$ cat src/rtl/core/cst_pkg.sv
// Shared constants, codes and the result record for the connection slot table.
package cst_pkg;

    // Table size and run limit.
    localparam int NUM_SLOTS   = 4;
    localparam int MAX_RESULTS = 4;
    localparam int SLOT_W      = (NUM_SLOTS > 1) ? $clog2(NUM_SLOTS) : 1;
    localparam int FCNT_W      = $clog2(NUM_SLOTS + 1);
    localparam int RCNT_W      = $clog2(MAX_RESULTS + 1);

    // Field widths.
    localparam int REQ_W      = 4;
    localparam int ADDR_W     = 48;
    localparam int KIND_W     = 2;
    localparam int IDX_W      = 2;
    localparam int REASON_W   = 17;
    localparam int MTU_W      = 16;
    localparam int STATUS_W   = 3;
    localparam int SLOT_OUT_W = 2;
    localparam int FREE_W     = 3;

    localparam int S_TDATA_W = 88;
    localparam int M_TDATA_W = 96;

    // Request codes.
    localparam logic [REQ_W-1:0] REQ_CONNECT        = 4'd0;
    localparam logic [REQ_W-1:0] REQ_ISSUE_FAIL     = 4'd1;
    localparam logic [REQ_W-1:0] REQ_CONNECTED      = 4'd2;
    localparam logic [REQ_W-1:0] REQ_CONNECT_FAIL   = 4'd3;
    localparam logic [REQ_W-1:0] REQ_DISCONNECT     = 4'd4;
    localparam logic [REQ_W-1:0] REQ_DISCONNECTED   = 4'd5;
    localparam logic [REQ_W-1:0] REQ_DISCONNECT_ALL = 4'd6;
    localparam logic [REQ_W-1:0] REQ_LOOKUP         = 4'd7;
    localparam logic [REQ_W-1:0] REQ_LIST           = 4'd8;

    // Slot states.
    typedef logic [1:0] slot_state_t;
    localparam slot_state_t ST_FREE          = 2'd0;
    localparam slot_state_t ST_CONNECTING    = 2'd1;
    localparam slot_state_t ST_CONNECTED     = 2'd2;
    localparam slot_state_t ST_DISCONNECTING = 2'd3;

    // Result status codes.
    localparam logic [STATUS_W-1:0] STS_OK        = 3'd0;
    localparam logic [STATUS_W-1:0] STS_DUPLICATE = 3'd1;
    localparam logic [STATUS_W-1:0] STS_FULL      = 3'd2;
    localparam logic [STATUS_W-1:0] STS_STALE     = 3'd3;
    localparam logic [STATUS_W-1:0] STS_NOT_FOUND = 3'd4;

    localparam logic [REASON_W-1:0] REASON_ISSUE_FAIL = '1;

    // One result without the free count and the last mark.
    typedef struct packed {
        logic                  lookup_connected;
        logic [MTU_W-1:0]      mtu;
        logic [REASON_W-1:0]   reason;
        logic                  notify_success;
        logic                  notify;
        logic [ADDR_W-1:0]     address;
        logic [SLOT_OUT_W-1:0] slot;
        logic [STATUS_W-1:0]   status;
    } result_t;

endpackage

$ cat src/rtl/core/connection_slot_table.sv
// Connection slot table: slot storage, scan sequencer and result output register.
//
//  channel | direction | handshake         | payload
//  --------+-----------+-------------------+------------------------------------------
//  s_      | in        | s_tvalid/s_tready | s_tuser request code, s_tdata event fields
//  m_      | out       | m_tvalid/m_tready | m_tdata result fields, m_tlast end of run
//
// An item is taken, then a single 48-bit address comparator walks the slots one per cycle,
// and a final phase commits the table update and loads the last result. Connect,
// disconnect, lookup, list and disconnect-all walk every slot; slot events read only the
// indexed slot, and unknown codes and out-of-range slot events skip the walk. A list or
// disconnect-all walk stalls while a result is held back and the output register is full.
// Input is taken only while the sequencer is idle. A full output register holds the
// walk until the downstream side takes its item. Reset frees all slots at once.
module connection_slot_table
(
    input  logic                          clk,
    input  logic                          rst_n,
    input  logic                          s_tvalid,
    output logic                          s_tready,
    // s_tdata, lowest bit first: peer_address, peer_addr_type, slot_index,
    // event_reason, link_mtu, zero fill
    input  logic [cst_pkg::S_TDATA_W-1:0] s_tdata,
    // s_tuser: req_type
    input  logic [cst_pkg::REQ_W-1:0]     s_tuser,
    output logic                          m_tvalid,
    input  logic                          m_tready,
    // m_tdata, lowest bit first: status, slot_out, address_out, notify,
    // notify_success, reason_out, mtu_out, free_count, lookup_connected, zero fill
    output logic [cst_pkg::M_TDATA_W-1:0] m_tdata,
    output logic                          m_tlast
);
    import cst_pkg::*;

    localparam logic [1:0] PH_IDLE = 2'd0;
    localparam logic [1:0] PH_SCAN = 2'd1;
    localparam logic [1:0] PH_DONE = 2'd2;

    localparam int RES_W = $bits(result_t);

    // Sequencer phase.
    logic [1:0]          phase_reg, phase_next;

    // Latched request.
    logic [REQ_W-1:0]    req_reg;
    logic [ADDR_W-1:0]   addr_reg;
    logic [KIND_W-1:0]   kind_reg;
    logic [IDX_W-1:0]    idx_reg;
    logic [REASON_W-1:0] reason_reg;
    logic [MTU_W-1:0]    mtu_reg;

    // Walk pointer and what the walk found.
    logic [SLOT_W-1:0]   ptr_reg, ptr_next;
    logic                hit_found_reg, hit_found_next;
    logic [SLOT_W-1:0]   hit_idx_reg, hit_idx_next;
    slot_state_t         hit_state_reg, hit_state_next;
    logic [ADDR_W-1:0]   hit_addr_reg, hit_addr_next;
    logic                free_found_reg, free_found_next;
    logic [SLOT_W-1:0]   free_idx_reg, free_idx_next;

    // Run results of list and disconnect-all: one result is held back until it is known
    // whether another follows.
    logic [RCNT_W-1:0]   emit_cnt_reg, emit_cnt_next;
    logic                pend_valid_reg, pend_valid_next;
    result_t             pend_reg, pend_next;

    // Output register.
    logic                out_valid_reg, out_valid_next;
    result_t             out_reg, out_next;
    logic                out_last_reg, out_last_next;
    logic [FREE_W-1:0]   out_free_reg, out_free_next;

    // Slot table.
    slot_state_t         slot_state_reg [NUM_SLOTS];
    logic [ADDR_W-1:0]   slot_addr_reg  [NUM_SLOTS];
    logic [KIND_W-1:0]   slot_kind_reg  [NUM_SLOTS];
    logic [FCNT_W-1:0]   free_cnt_reg, free_cnt_next;

    // Single write port into the table.
    logic                wr_en;
    logic                wr_addr_en;
    logic [SLOT_W-1:0]   wr_idx;
    slot_state_t         wr_state;
    logic [ADDR_W-1:0]   wr_addr;
    logic [KIND_W-1:0]   wr_kind;

    // Shared comparator and walk helpers.
    slot_state_t         cur_state;
    logic [ADDR_W-1:0]   cur_addr;
    logic                addr_eq;
    logic                last_slot;
    logic                out_can_load;
    logic                ev_ok;
    logic                in_accept;
    logic                visiting;
    logic                stall;
    result_t             run_res;
    result_t             fin_res;
    logic                fin_free_inc;
    logic                fin_free_dec;

    logic [REQ_W-1:0]    in_req;
    logic [IDX_W-1:0]    in_idx;
    logic                in_ev_ok;

    assign in_req   = s_tuser;
    assign in_idx   = s_tdata[51:50];
    assign in_ev_ok = 32'(in_idx) < 32'(NUM_SLOTS);

    assign s_tready  = (phase_reg == PH_IDLE);
    assign in_accept = s_tvalid && s_tready;

    assign cur_state    = slot_state_reg[ptr_reg];
    assign cur_addr     = slot_addr_reg[ptr_reg];
    assign addr_eq      = (cur_addr == addr_reg);
    assign last_slot    = (ptr_reg == SLOT_W'(NUM_SLOTS - 1));
    assign out_can_load = !out_valid_reg || m_tready;
    assign ev_ok        = 32'(idx_reg) < 32'(NUM_SLOTS);

    // A run result is made for each slot in use until the result limit is reached.
    assign visiting = (cur_state != ST_FREE) && (32'(emit_cnt_reg) < 32'(MAX_RESULTS));
    assign stall    = visiting && pend_valid_reg && !out_can_load;

    always_comb
    begin
        run_res         = '0;
        run_res.slot    = SLOT_OUT_W'(ptr_reg);
        run_res.address = cur_addr;
        if ((req_reg == REQ_LIST) || (cur_state == ST_CONNECTED))
        begin
            run_res.status = STS_OK;
        end
        else
        begin
            run_res.status = STS_NOT_FOUND;
        end
    end

    // Final result of the item and the table update that goes with it.
    always_comb
    begin
        fin_res      = '0;
        fin_free_inc = 1'b0;
        fin_free_dec = 1'b0;
        wr_en        = 1'b0;
        wr_addr_en   = 1'b0;
        wr_idx       = SLOT_W'(idx_reg);
        wr_state     = ST_FREE;
        wr_addr      = '0;
        wr_kind      = '0;

        unique case (req_reg) inside
            REQ_CONNECT:
            begin
                fin_res.address = addr_reg;
                if (hit_found_reg)
                begin
                    fin_res.status = STS_DUPLICATE;
                    fin_res.slot   = SLOT_OUT_W'(hit_idx_reg);
                end
                else if (!free_found_reg)
                begin
                    fin_res.status = STS_FULL;
                end
                else
                begin
                    fin_res.status = STS_OK;
                    fin_res.slot   = SLOT_OUT_W'(free_idx_reg);
                    fin_free_dec   = 1'b1;
                    wr_en          = 1'b1;
                    wr_addr_en     = 1'b1;
                    wr_idx         = free_idx_reg;
                    wr_state       = ST_CONNECTING;
                    wr_addr        = addr_reg;
                    wr_kind        = kind_reg;
                end
            end
            REQ_ISSUE_FAIL, REQ_CONNECT_FAIL, REQ_DISCONNECTED:
            begin
                fin_res.slot = SLOT_OUT_W'(idx_reg);
                if (!ev_ok || (hit_state_reg == ST_FREE))
                begin
                    fin_res.status  = STS_STALE;
                    fin_res.address = ev_ok ? hit_addr_reg : '0;
                end
                else
                begin
                    // The slot is released and cleared, and the event is reported with its reason.
                    fin_res.status  = STS_OK;
                    fin_res.address = hit_addr_reg;
                    fin_res.notify  = 1'b1;
                    fin_res.reason  = (req_reg == REQ_ISSUE_FAIL) ? REASON_ISSUE_FAIL
                                                                  : reason_reg;
                    fin_free_inc    = 1'b1;
                    wr_en           = 1'b1;
                    wr_addr_en      = 1'b1;
                end
            end
            REQ_CONNECTED:
            begin
                fin_res.slot    = SLOT_OUT_W'(idx_reg);
                fin_res.address = ev_ok ? hit_addr_reg : '0;
                if (!ev_ok || (hit_state_reg != ST_CONNECTING))
                begin
                    fin_res.status = STS_STALE;
                end
                else
                begin
                    fin_res.status         = STS_OK;
                    fin_res.notify         = 1'b1;
                    fin_res.notify_success = 1'b1;
                    fin_res.mtu            = mtu_reg;
                    wr_en                  = 1'b1;
                    wr_state               = ST_CONNECTED;
                end
            end
            REQ_DISCONNECT:
            begin
                fin_res.address = addr_reg;
                fin_res.slot    = hit_found_reg ? SLOT_OUT_W'(hit_idx_reg) : '0;
                if (hit_found_reg && (hit_state_reg == ST_CONNECTED))
                begin
                    fin_res.status = STS_OK;
                    wr_en          = 1'b1;
                    wr_idx         = hit_idx_reg;
                    wr_state       = ST_DISCONNECTING;
                end
                else
                begin
                    fin_res.status = STS_NOT_FOUND;
                end
            end
            REQ_LOOKUP:
            begin
                fin_res.address = addr_reg;
                if (hit_found_reg)
                begin
                    fin_res.status           = STS_OK;
                    fin_res.slot             = SLOT_OUT_W'(hit_idx_reg);
                    fin_res.lookup_connected = (hit_state_reg == ST_CONNECTED);
                end
                else
                begin
                    fin_res.status = STS_NOT_FOUND;
                end
            end
            REQ_LIST, REQ_DISCONNECT_ALL:
            begin
                // The held-back result closes the run; an empty run reports not found.
                if (pend_valid_reg)
                begin
                    fin_res = pend_reg;
                end
                else
                begin
                    fin_res.status = STS_NOT_FOUND;
                end
            end
            default:
            begin
                fin_res.status  = STS_NOT_FOUND;
                fin_res.address = addr_reg;
            end
        endcase

        // Disconnect-all marks connected slots as the walk passes them.
        if ((phase_reg == PH_SCAN) && (req_reg == REQ_DISCONNECT_ALL) && visiting &&
            !stall && (cur_state == ST_CONNECTED))
        begin
            wr_en      = 1'b1;
            wr_addr_en = 1'b0;
            wr_idx     = ptr_reg;
            wr_state   = ST_DISCONNECTING;
        end
        else if (!((phase_reg == PH_DONE) && out_can_load))
        begin
            wr_en      = 1'b0;
            wr_addr_en = 1'b0;
        end
    end

    // Sequencer.
    always_comb
    begin
        phase_next      = phase_reg;
        ptr_next        = ptr_reg;
        hit_found_next  = hit_found_reg;
        hit_idx_next    = hit_idx_reg;
        hit_state_next  = hit_state_reg;
        hit_addr_next   = hit_addr_reg;
        free_found_next = free_found_reg;
        free_idx_next   = free_idx_reg;
        emit_cnt_next   = emit_cnt_reg;
        pend_valid_next = pend_valid_reg;
        pend_next       = pend_reg;
        out_valid_next  = out_valid_reg && !m_tready;
        out_next        = out_reg;
        out_last_next   = out_last_reg;
        out_free_next   = out_free_reg;
        free_cnt_next   = free_cnt_reg;

        unique case (phase_reg)
            PH_IDLE:
            begin
                if (in_accept)
                begin
                    ptr_next        = '0;
                    hit_found_next  = 1'b0;
                    free_found_next = 1'b0;
                    emit_cnt_next   = '0;
                    pend_valid_next = 1'b0;
                    phase_next      = PH_SCAN;
                    unique case (in_req) inside
                        REQ_ISSUE_FAIL, REQ_CONNECTED, REQ_CONNECT_FAIL, REQ_DISCONNECTED:
                        begin
                            if (in_ev_ok)
                            begin
                                ptr_next = SLOT_W'(in_idx);
                            end
                            else
                            begin
                                phase_next = PH_DONE;
                            end
                        end
                        REQ_CONNECT, REQ_DISCONNECT, REQ_LOOKUP, REQ_LIST,
                        REQ_DISCONNECT_ALL:
                        begin
                            phase_next = PH_SCAN;
                        end
                        default:
                        begin
                            phase_next = PH_DONE;
                        end
                    endcase
                end
            end
            PH_SCAN:
            begin
                unique case (req_reg) inside
                    REQ_ISSUE_FAIL, REQ_CONNECTED, REQ_CONNECT_FAIL, REQ_DISCONNECTED:
                    begin
                        hit_state_next = cur_state;
                        hit_addr_next  = cur_addr;
                        phase_next     = PH_DONE;
                    end
                    REQ_LIST, REQ_DISCONNECT_ALL:
                    begin
                        if (!stall)
                        begin
                            if (visiting)
                            begin
                                if (pend_valid_reg)
                                begin
                                    out_valid_next = 1'b1;
                                    out_next       = pend_reg;
                                    out_last_next  = 1'b0;
                                    out_free_next  = FREE_W'(free_cnt_reg);
                                end
                                pend_valid_next = 1'b1;
                                pend_next       = run_res;
                                emit_cnt_next   = emit_cnt_reg + RCNT_W'(1);
                            end
                            if (last_slot)
                            begin
                                phase_next = PH_DONE;
                            end
                            else
                            begin
                                ptr_next = ptr_reg + SLOT_W'(1);
                            end
                        end
                    end
                    default:
                    begin
                        // Address search: first matching slot in use, first free slot.
                        if ((cur_state != ST_FREE) && addr_eq && !hit_found_reg)
                        begin
                            hit_found_next = 1'b1;
                            hit_idx_next   = ptr_reg;
                            hit_state_next = cur_state;
                            hit_addr_next  = cur_addr;
                        end
                        if ((cur_state == ST_FREE) && !free_found_reg)
                        begin
                            free_found_next = 1'b1;
                            free_idx_next   = ptr_reg;
                        end
                        if (last_slot)
                        begin
                            phase_next = PH_DONE;
                        end
                        else
                        begin
                            ptr_next = ptr_reg + SLOT_W'(1);
                        end
                    end
                endcase
            end
            PH_DONE:
            begin
                if (out_can_load)
                begin
                    free_cnt_next = free_cnt_reg + FCNT_W'(fin_free_inc)
                                    - FCNT_W'(fin_free_dec);
                    out_valid_next  = 1'b1;
                    out_next        = fin_res;
                    out_last_next   = 1'b1;
                    out_free_next   = FREE_W'(free_cnt_next);
                    pend_valid_next = 1'b0;
                    phase_next      = PH_IDLE;
                end
            end
            default:
            begin
                phase_next = PH_IDLE;
            end
        endcase
    end

    always_ff @(posedge clk or negedge rst_n)
    begin
        if (!rst_n)
        begin
            phase_reg      <= PH_IDLE;
            out_valid_reg  <= 1'b0;
            pend_valid_reg <= 1'b0;
            free_cnt_reg   <= FCNT_W'(NUM_SLOTS);
            for (int i = 0; i < NUM_SLOTS; i++)
            begin
                slot_state_reg[i] <= ST_FREE;
                slot_addr_reg[i]  <= '0;
                slot_kind_reg[i]  <= '0;
            end
        end
        else
        begin
            phase_reg      <= phase_next;
            out_valid_reg  <= out_valid_next;
            pend_valid_reg <= pend_valid_next;
            free_cnt_reg   <= free_cnt_next;
            if (wr_en)
            begin
                slot_state_reg[wr_idx] <= wr_state;
            end
            if (wr_addr_en)
            begin
                slot_addr_reg[wr_idx] <= wr_addr;
                slot_kind_reg[wr_idx] <= wr_kind;
            end
        end
    end

    always_ff @(posedge clk)
    begin
        if (in_accept)
        begin
            req_reg    <= in_req;
            addr_reg   <= s_tdata[47:0];
            kind_reg   <= s_tdata[49:48];
            idx_reg    <= in_idx;
            reason_reg <= s_tdata[68:52];
            mtu_reg    <= s_tdata[84:69];
        end
        ptr_reg        <= ptr_next;
        hit_found_reg  <= hit_found_next;
        hit_idx_reg    <= hit_idx_next;
        hit_state_reg  <= hit_state_next;
        hit_addr_reg   <= hit_addr_next;
        free_found_reg <= free_found_next;
        free_idx_reg   <= free_idx_next;
        emit_cnt_reg   <= emit_cnt_next;
        pend_reg       <= pend_next;
        out_reg        <= out_next;
        out_last_reg   <= out_last_next;
        out_free_reg   <= out_free_next;
    end

    // Output packing: the result record without the lookup flag, then the free count, then the lookup flag.
    assign m_tvalid = out_valid_reg;
    assign m_tlast  = out_last_reg;
    assign m_tdata  = {{(M_TDATA_W - RES_W - FREE_W){1'b0}},
                       out_reg.lookup_connected,
                       out_free_reg,
                       out_reg.mtu,
                       out_reg.reason,
                       out_reg.notify_success,
                       out_reg.notify,
                       out_reg.address,
                       out_reg.slot,
                       out_reg.status};

endmodule
$ cat config.mk
export PLATFORM = sky130hd
export DESIGN_NAME = connection_slot_table
export DESIGN_NICKNAME = d
export VERILOG_FILES = /design/src/rtl/core/cst_pkg.sv /design/src/rtl/core/connection_slot_table.sv
export SDC_FILE = /design/constraint.sdc
export NUM_CORES = 1
export LEC_CHECK = 0
export BUFFER_PORTS_ARGS = -buffer_cell sky130_fd_sc_hd__buf_2
export CORE_UTILIZATION = 60
export CTS_BUF_LIST = sky130_fd_sc_hd__clkbuf_4 sky130_fd_sc_hd__clkbuf_8
export DETAILED_ROUTE_END_ITERATION = 10
export MAX_ROUTING_LAYER = met4
export PLACE_DENSITY = 0.81
export SLEW_MARGIN = 20
export SYNTH_ARGS = -nofsm -noshare
export SYNTH_HDL_FRONTEND = slang
export SYNTH_SLANG_ARGS = --single-unit
$ cat constraint.sdc
create_clock -name clk -period 19.5 [get_ports clk]
set_input_delay 1.95 -clock clk [delete_from_list [all_inputs] [get_ports clk]]
set_output_delay 1.95 -clock clk [all_outputs]
set_load 0.05 [all_outputs]
---- Word level (Yosys, flattened, before mapping) ----
Index checks and enable logic that the tools add are counted.
cells by class
  bitwise gates (word level) .............. 5
  eq/ne operators ......................... 34
  shift-type cells ........................ 0
  divide/modulo/power cells ............... 0
  mux-type cells .......................... 121
  $lt $le $gt $ge ......................... 4
  multiply operators ...................... 0
  add/subtract/negate cells ............... 4
  reduce and logical (&&, ||, !) cells .... 52
operators by type and width
  operator            count
  $mux 89             5
  $mux 48             7
  $bwmux 192          1
  $pmux 48 s2         2
  $pmux 89 s2         1
  $bmux 48 s2         1
  $demux 48 s2        1
  $mux 2              27
  $mux 50             1
  $eq 48x48->1        1
  $mux 3              13
  $mux 17             2
  $pmux 17 s2         1
  $eq 4x3->1 const B  8
  $mux 1              32
  $pmux 16 s2         1
  $pmux 2 s2          5
  $pmux 3 s6          1
  $eq 4x2->1 const B  4
  $mux 16             1
  $reduce_and 4->1    4
  $logic_and 1x1->1   15
  $pmux 1 s2          7
  $ne 2x2->1 const B  6
  other kinds (39)    73
storage, ports and cells
  latch bits .............................. 0
  bits of input ports ..................... 96
  memory bits (read-only) ................. 0
  memories kept ........................... 0
  memory bits (writable) .................. 0
  output and inout bits ................... 99
  register bits ........................... 501
  logic and storage cells ................. 258

---- Longest topological paths before layout ----
Gate-level depths: netlist of the first run.
  depth in word-level cells ............... 18
  depth in mapped cells ................... 13
  mapped depth without buffers ............ 9

---- Worst setup path after synthesis of the first run ----
OpenSTA, ideal clock, no wires.
  kind .................................... input-to-reg
  from .................................... in m_tready
  to ...................................... reg out_reg (netlist bit m_tdata[0]) (enable)
  required time ........................... 18955 ps
  data arrival time ....................... 5927 ps
  stages on the path ...................... 2
  setup slack ............................. 13027 ps
  setup time .............................. 545 ps
  path buffers ............................ 0
  cells stage by stage .................... nor2b_1 -> nor2_1
on the way
  longest elaborated chain between the ends .. 5
  elaborated cells on any way between the ends .. 6
  those cells by class .................... eq/ne: 2; reduce/logical: 4
ends and longest elaborated chain
  what                            RTL line                      source
  start: declaration              connection_slot_table.sv:27   input logic m_tready,
  $logic_or 1x1->1 (*)            connection_slot_table.sv:117  assign out_can_load = !out_valid_reg || m_tready;
  $logic_not 1->1                 connection_slot_table.sv:122  assign stall = visiting && pend_valid_reg && !out_can_load;
  $logic_and 1x1->1               connection_slot_table.sv:122
  $ne 2x2->1 (no line)            --
  $reduce_and 6->1 (no line) (*)  --
  end signal: assignment          connection_slot_table.sv:473  out_reg <= out_next;
  end: declaration                connection_slot_table.sv:69   result_t out_reg, out_next;
Every way passes the cells marked *; elsewhere a longest branch is shown, timed or not.
A chain may end at the register's enable or synchronous reset.

---- Worst setup path in the final report of the first run ----
  from .................................... reg ptr_reg[0]
  to ...................................... reg hit_addr_reg[35] (enable)
on the way
  longest elaborated chain between the ends .. 9
  elaborated cells on any way between the ends .. 13
  those cells by class .................... eq/ne: 1; mux: 6; bitwise: 1; reduce/logical: 5
ends and longest elaborated chain
  what                                         RTL line                      source
  start: declaration                           connection_slot_table.sv:53   logic [SLOT_W-1:0] ptr_reg, ptr_next;
  start signal: assignment                     connection_slot_table.sv:464  ptr_reg <= ptr_next;
  $not 2->3 (implied by the code)              connection_slot_table.sv:114  assign cur_addr = slot_addr_reg[ptr_reg];
  $bmux 48 s2                                  connection_slot_table.sv:114
  $mux 48 (implied by the code) (2 in series)  connection_slot_table.sv:114
  net cur_addr[39]                             connection_slot_table.sv:89   logic [ADDR_W-1:0] cur_addr;
  $eq 48x48->1                                 connection_slot_table.sv:115  assign addr_eq = (cur_addr == addr_reg);
  $logic_and 1x1->1 (2 in series)              connection_slot_table.sv:376  if ((cur_state != ST_FREE) && addr_eq && !hit_found_reg)
  $reduce_bool 2->1 (no line)                  --
  $reduce_and 3->1 (no line)                   --
  end signal: assignment                       connection_slot_table.sv:468  hit_addr_reg <= hit_addr_next;
  end: declaration                             connection_slot_table.sv:57   logic [ADDR_W-1:0] hit_addr_reg, hit_addr_next;
The timed path passes the listed nets, and every way through them passes these cells. The select of a mux whose other input is x is not followed.

==> results.toml, run 1 <==
[run_status]
run_status = "completed"

[critical_path]
start_kind = "flop"
cp.buffers_inverters = 3
crit_top_cell = "buf_4"
cp_slowest_cell = "edfxtp_1"
path_cells = "buf_4 > buf_4 > mux4_1 > xnor2_1 > nand4_1 > or4_1 > nor4_2 > and3_1 > o211a_2 > buf_4"
critPathRequiredTime_ns = 19.71
end_kind = "flop"
crit_fanout = 44
cp_top_family = "buffers and inverters"
criticalPathCategory = "reg2reg"
critPathMaxStageDelay_ns = 0.77
cp.arrival_ns = 6.04

[cells_and_area]
layout-drive-gt1-share = 0.218
fin_area_um2 = 23500
area.growth.synth_to_final_pct = 14.0
finalNetCount = 1887
fin_util = 0.698
largest_register_ff_count = 192
diodes = 0

[placement]
gp_congestion = 0.855
postPlaceCellArea_um2 = 21800
place_ws_ns = 13.74
io_buffers = 185
dp_hpwl_um = 27700

[global_route]
antenna_found_initial = 0
grt_pass1_vias = 13500
grt_util_all_layers = 0.277
grt.overflow.total = 0
grt_max_degree = 134
grt_first_pass_wirelength_um = 72600

[sta]
setup_viol = 0
rsz0062_at_grt = "no"
hold_viol = 0
finalCritPeriodShare = 0.299
tns_ns = 0
setup_ws_ns = 13.67
finalMaxSlewViolations = 0
fin_skew_ns = 0.0462
whs_ns = 0.474
slew_headroom = 0.318
tightest_slew_ns = 1.02
max_freq_ghz = 0.171
min_period_ns = 5.83

[synth]
muxShareOfSynthArea = 0.0658
ys_seq_area_frac = 0.678
yosys_warnings = 0
synth-compound-area-share = 0.0993
synth.distinct_cells = 67
synthSimpleGateAreaFrac = 0.103
synth.avg_cell_area_um2 = 12.9
synth_seq_cells = 499
synthCells = 1595
synth-adder-area-share = 0.00693
synth_top_family_by_area = "simple AND/OR/NAND/NOR gates"
synth_xor_area_frac = 0.0200
synth_flop_cell = "edfxtp_1"
synth-edff-count = 292
synth_async_sr_flop_share = 0.415
synth_top_area_share = 0.426
yosysTopAreaCell = "edfxtp_1"
synth_area_um2 = 20600
synth.area.top_cells = "edfxtp_1 (43%), dfrtp_1 (25%), nand2_1 (6.6%)"

[clock_network]
clk_path_buf_depth = 3
clk_latency_ns = 0.62
post_cts_buffers = 0
hold_buffers = 0
ctsResizeCount = 0
cts_inserted_buffers = 78
clockRootBuffer = "clkbuf_8"
h-tree-depth = 3
clkSlewWorstSetupHoldPaths_ns = 0.06
cts_tree = "done"
clock_sinks = 499

[drt]
initialDrtViolationCount = 1294
dr.pass1.iters = 6
vias_per_cell = 5.95
routed_wl_um = 46200
drc_errors = 0
final_antenna_net_count = 0
vias = 13600
wl_per_cell_um = 20.1

[floorplanning]
io_pins = 195
fp.dieH_um = 187
die_area_um2 = 35000
start_util = 0.612
core_um2 = 33600
die_x_um = 187
rows = 67

[min_path]
hold_path_class = "reg2reg"

[job]
cap_violations = 0

[pwr]
ir_drop_uv = 90.5
p_leak_nw = 9.49
powerDensity_nw_per_um2 = 136
## metrics by stage
stage          std cells  power, mW
2_1_floorplan       1598       2.05
3_3_place_gp        2149       2.25
3_5_place_dp        2149       2.27
4_1_cts             2293       3.20
5_1_grt             2293       3.30
6_report            2293       3.18
## layout by cell type (no fill, tap or decap), types with 13 or more instances in the layout
master,n
nor2_1,53
dfrtp_1,206
edfxtp_1,292
o21ai_0,233
and2_1,18
nand2_1,361
clkinv_2,15
xnor2_1,47
a22o_1,50
buf_4,18
mux2i_1,18
a21oi_1,14
clkbuf_8,89
mux4_2,32
clkbuf_4,22
mux4_1,13
buf_2,184
o21ai_1,17
## area by class of cell
class / count / area, µm²
Clock buffer: 111 / 1390
Timing Repair Buffer: 203 / 1070
Clock inverter: 33 / 292
Sequential cell: 499 / 13900
Fill cell: 2301 / 10100
Tap cell: 448 / 561
Multi-Input combinational cell: 985 / 6150
Inverter: 14 / 52.6
## cell usage after synthesis, types with 3 or more instances
cell and number:
a211o_1 3, a21o_1 3, a21oi_1 14, a22o_1 50, a31oi_1 4, and2_1 19
and3_1 5, buf_1 7, buf_2 7, buf_4 19, buf_6 6, clkbuf_1 60
dfrtp_1 206, edfxtp_1 292, ha_1 9, inv_1 12, mux2_2 10, mux2i_1 18
mux4_1 13, mux4_2 32, nand2_1 363, nand2b_1 4, nand3_1 11, nand3b_1 3
nand4_1 11, nor2_1 56, nor2b_1 6, nor3_1 7, nor4_1 5, o2111ai_1 3
o21ai_0 233, o21ai_1 17, xnor2_1 47
## report_power, final
group | total [mW] | leakage, nW | internal [mW] | switching, mW
registers | 1.40 | 5.75 | 1.32 | 0.0800
logic | 0.852 | 2.85 | 0.205 | 0.647
clock network | 0.932 | 0.894 | 0.529 | 0.403
total | 3.18 | 9.49 | 2.05 | 1.13
## routing by layer
layer	GRT usage	routed length [µm]	up-vias
li1	-	-	6140
met1	0.366	18700	6747
met2	0.431	22400	662
met3	0.0463	3870	90
met4	0.111	1230	0
met5	-	0	-
## cell families after synthesis
| logic type | after synthesis |
|---|---|
| AND/OR/NAND/NOR | 502 |
| XOR/XNOR | 47 |
| AO/OA/AOI/OAI | 348 |
| adder cells (fa/ha/maj) | 11 |
| other | 1 |
| flip-flops | 499 |
| multiplexers | 73 |
| buffers and inverters | 114 |
## worst paths after layout
path / start / to / slack (ns) / cells after the start
min in group asynchronous: rst_n / slot_addr_reg[64] / 1.43 / 1
max: ptr_reg[0] / hit_addr_reg[35] / 13.67 / 10
min reg2reg: slot_addr_reg[114] / slot_addr_reg[114] / 0.47 / 2
min: slot_addr_reg[114] / slot_addr_reg[114] / 0.47 / 2
max reg2reg: ptr_reg[0] / hit_addr_reg[35] / 13.67 / 10
max in group asynchronous: rst_n / slot_addr_reg[103] / 16.40 / 2
## worst register-to-register path, stage by stage (launching register included)
cell	delay (ns)
edfxtp_1	0.77
buf_4	0.47
buf_4	0.63
mux4_1	0.73
xnor2_1	0.37
nand4_1	0.23
or4_1	0.50
nor4_2	0.48
and3_1	0.25
o211a_2	0.32
buf_4	0.64
Note: power is estimated with default switching activity, not from simulation.
==> run 2: changes to the inputs <==
Settings changed: CORE_UTILIZATION 60 to 55, PLACE_DENSITY 0.81 to 0.78.
Clock period 19.5 ns to 5.35 ns, I/O delays scaled along.
==> run 2 against run 1 <==
  * The flow now finishes with violations (hold timing)
  * Global-route usage down 1.4 points
  * Largest power group unchanged
  * First-iteration DRC count decreased by 9.9%
  * Core utilization decreased by 5.4 points
  * Cell count is 1.5% higher
  * Wire length rose by 3.7%
  * Register-to-register slack got worse by 13 ns
  * Critical path type unchanged
==> results.toml, run 2 (same netlist as run 1, synthesis figures left out) <==
[clock_network]
cts_inserted_buffers = 79
clockRootBuffer = "clkbuf_8"
h-tree-depth = 3
clock_sinks = 499
post_cts_buffers = 0
clkSlewWorstSetupHoldPaths_ns = 0.06
clk_latency_ns = 0.63
cts_tree = "done"
hold_buffers = 0
ctsResizeCount = 0
clk_path_buf_depth = 3

[placement]
gp_congestion = 0.885
postPlaceCellArea_um2 = 22000
placed_cells = 2179
dp_hpwl_um = 29000
io_buffers = 185

[global_route]
antenna_found_initial = 1
grt_util_met1 = 0.348
grt_util_all_layers = 0.263
grt.overflow.total = 0
top_usage_layer = "met2"
grt_pass1_vias = 13500
grt_max_degree = 126
grt_first_pass_wirelength_um = 74300
grt_util_met2 = 0.402
use_met3 = 0.0528

[floorplanning]
core_um2 = 36700
start_util = 0.561
io_pins = 195
die_x_um = 195
rows = 70
die_area_um2 = 38200
fp.dieH_um = 195

[drt]
wl_per_cell_um = 20.6
routed_wl_um = 47900
initialDrtViolationCount = 1166
vias_per_cell = 5.85
dr.pass1.iters = 5
vias = 13600
drc_errors = 0
final_antenna_net_count = 0

[cells_and_area]
fin_area_um2 = 23600
largest_register_ff_count = 192
fin_cells = 2327
layout-drive-gt1-share = 0.221
area.growth.synth_to_final_pct = 14.8
mostFrequentLayoutCells = "nand2_1 (361), edfxtp_1 (292), o21ai_0 (233), dfrtp_1 (206), buf_2 (184)"
final_common_cell = "nand2_1"
finalNetCount = 1899

[critical_path]
end_kind = "flop"
startpoint = "ptr_reg[1]"
start_kind = "flop"
critPathRequiredTime_ns = 5.64
timing.rr.start = "ptr_reg[1]"
cp.arrival_ns = 4.58
criticalPathCategory = "reg2reg"
crit_fanout = 18

[sta]
hold_viol = 16
fin_skew_ns = 0.0187
finalCritPeriodShare = 0.802
max_freq_ghz = 0.233
tightest_slew_ns = 1.05
rsz0062_at_grt = "no"
slew_headroom = 0.299
min_period_ns = 4.29
tns_ns = 0
finalMaxSlewViolations = 0
setup_viol = 0
whs_ns = -0.0212

[job]
cap_violations = 0

[pwr]
p_leak_nw = 9.55
ir_drop_uv = 346
finalPower_mw = 11.6
powerDensity_nw_per_um2 = 490

[run_status]
run_status = "finished, violations left"
violations = "hold timing"

[min_path]
hold_path_class = "in2async"
==> run 2: changes by cell type in the layout (fill, tap and decap cells not counted), moves of 2 or more <==
cell | before | now
clkinv_2 | 15 | 6
clkbuf_4 | 22 | 30
buf_12 | 0 | 7
bufinv_16 | 5 | 1
clkinv_1 | 9 | 13
buf_4 | 18 | 21
clkbuf_8 | 89 | 92
clkinvlp_4 | 2 | 4
inv_6 | 2 | 0
==> run 2: worst max-delay path: stages, from the launching register on <==
cell and delay (ns):
edfxtp_1 1.04, buf_4 0.30, mux4_1 0.34, xnor2_1 0.36, nand4_1 0.21, or4_1 0.50, nor4_2 0.42, and3_1 0.25
o211a_2 0.22, buf_4 0.30
==> run 2: routing by layer <==
layer,routed length [µm],up-vias
met4,1440,0
met1,19900,6655
met3,4020,114
met5,0,-
li1,-,6163
met2,22600,675
==> run 2: cell type report <==
cell class | instances | area (µm²)
diodes | 1 | 2.50
clock inverters | 24 | 139
multi-input cells | 985 | 6140
clock buffers | 122 | 1490
fillers | 2651 | 13100
well taps | 468 | 586
inverters | 14 | 52.6
repair buffers | 214 | 1260
flip-flops and latches | 499 | 13900
==> run 2: where the power goes <==
group / internal [mW] / switching, mW
Sequential: 4.80 / 0.296
Combinational: 0.813 / 2.40
Clock: 1.82 / 1.46
Total: 7.43 / 4.15
==> run 2: through the flow <==
stage	setup slack, ns	hold slack [ns]	utilization
detailed placement	1.14	0.464	0.598
finish	1.06	-0.0212	0.644
floorplan	0.743	0.239	-
global route	0.918	0.0475	0.644
CTS	1.09	0.0422	0.643
global placement	1.20	0.453	0.598
==> run 2: path summary, 6_finish.rpt <==
path                                       to  slack, ns  cells past startpoint
setup reg to reg             hit_addr_reg[34]       1.06                      9
min in group clk                 addr_reg[26]       0.08                      1
max in group asynchronous  slot_addr_reg[178]       4.16                      2
hold / removal              slot_addr_reg[22]      -0.02                      1
setup / recovery             hit_addr_reg[34]       1.06                      9
hold reg to reg             slot_addr_reg[93]       0.47                      2
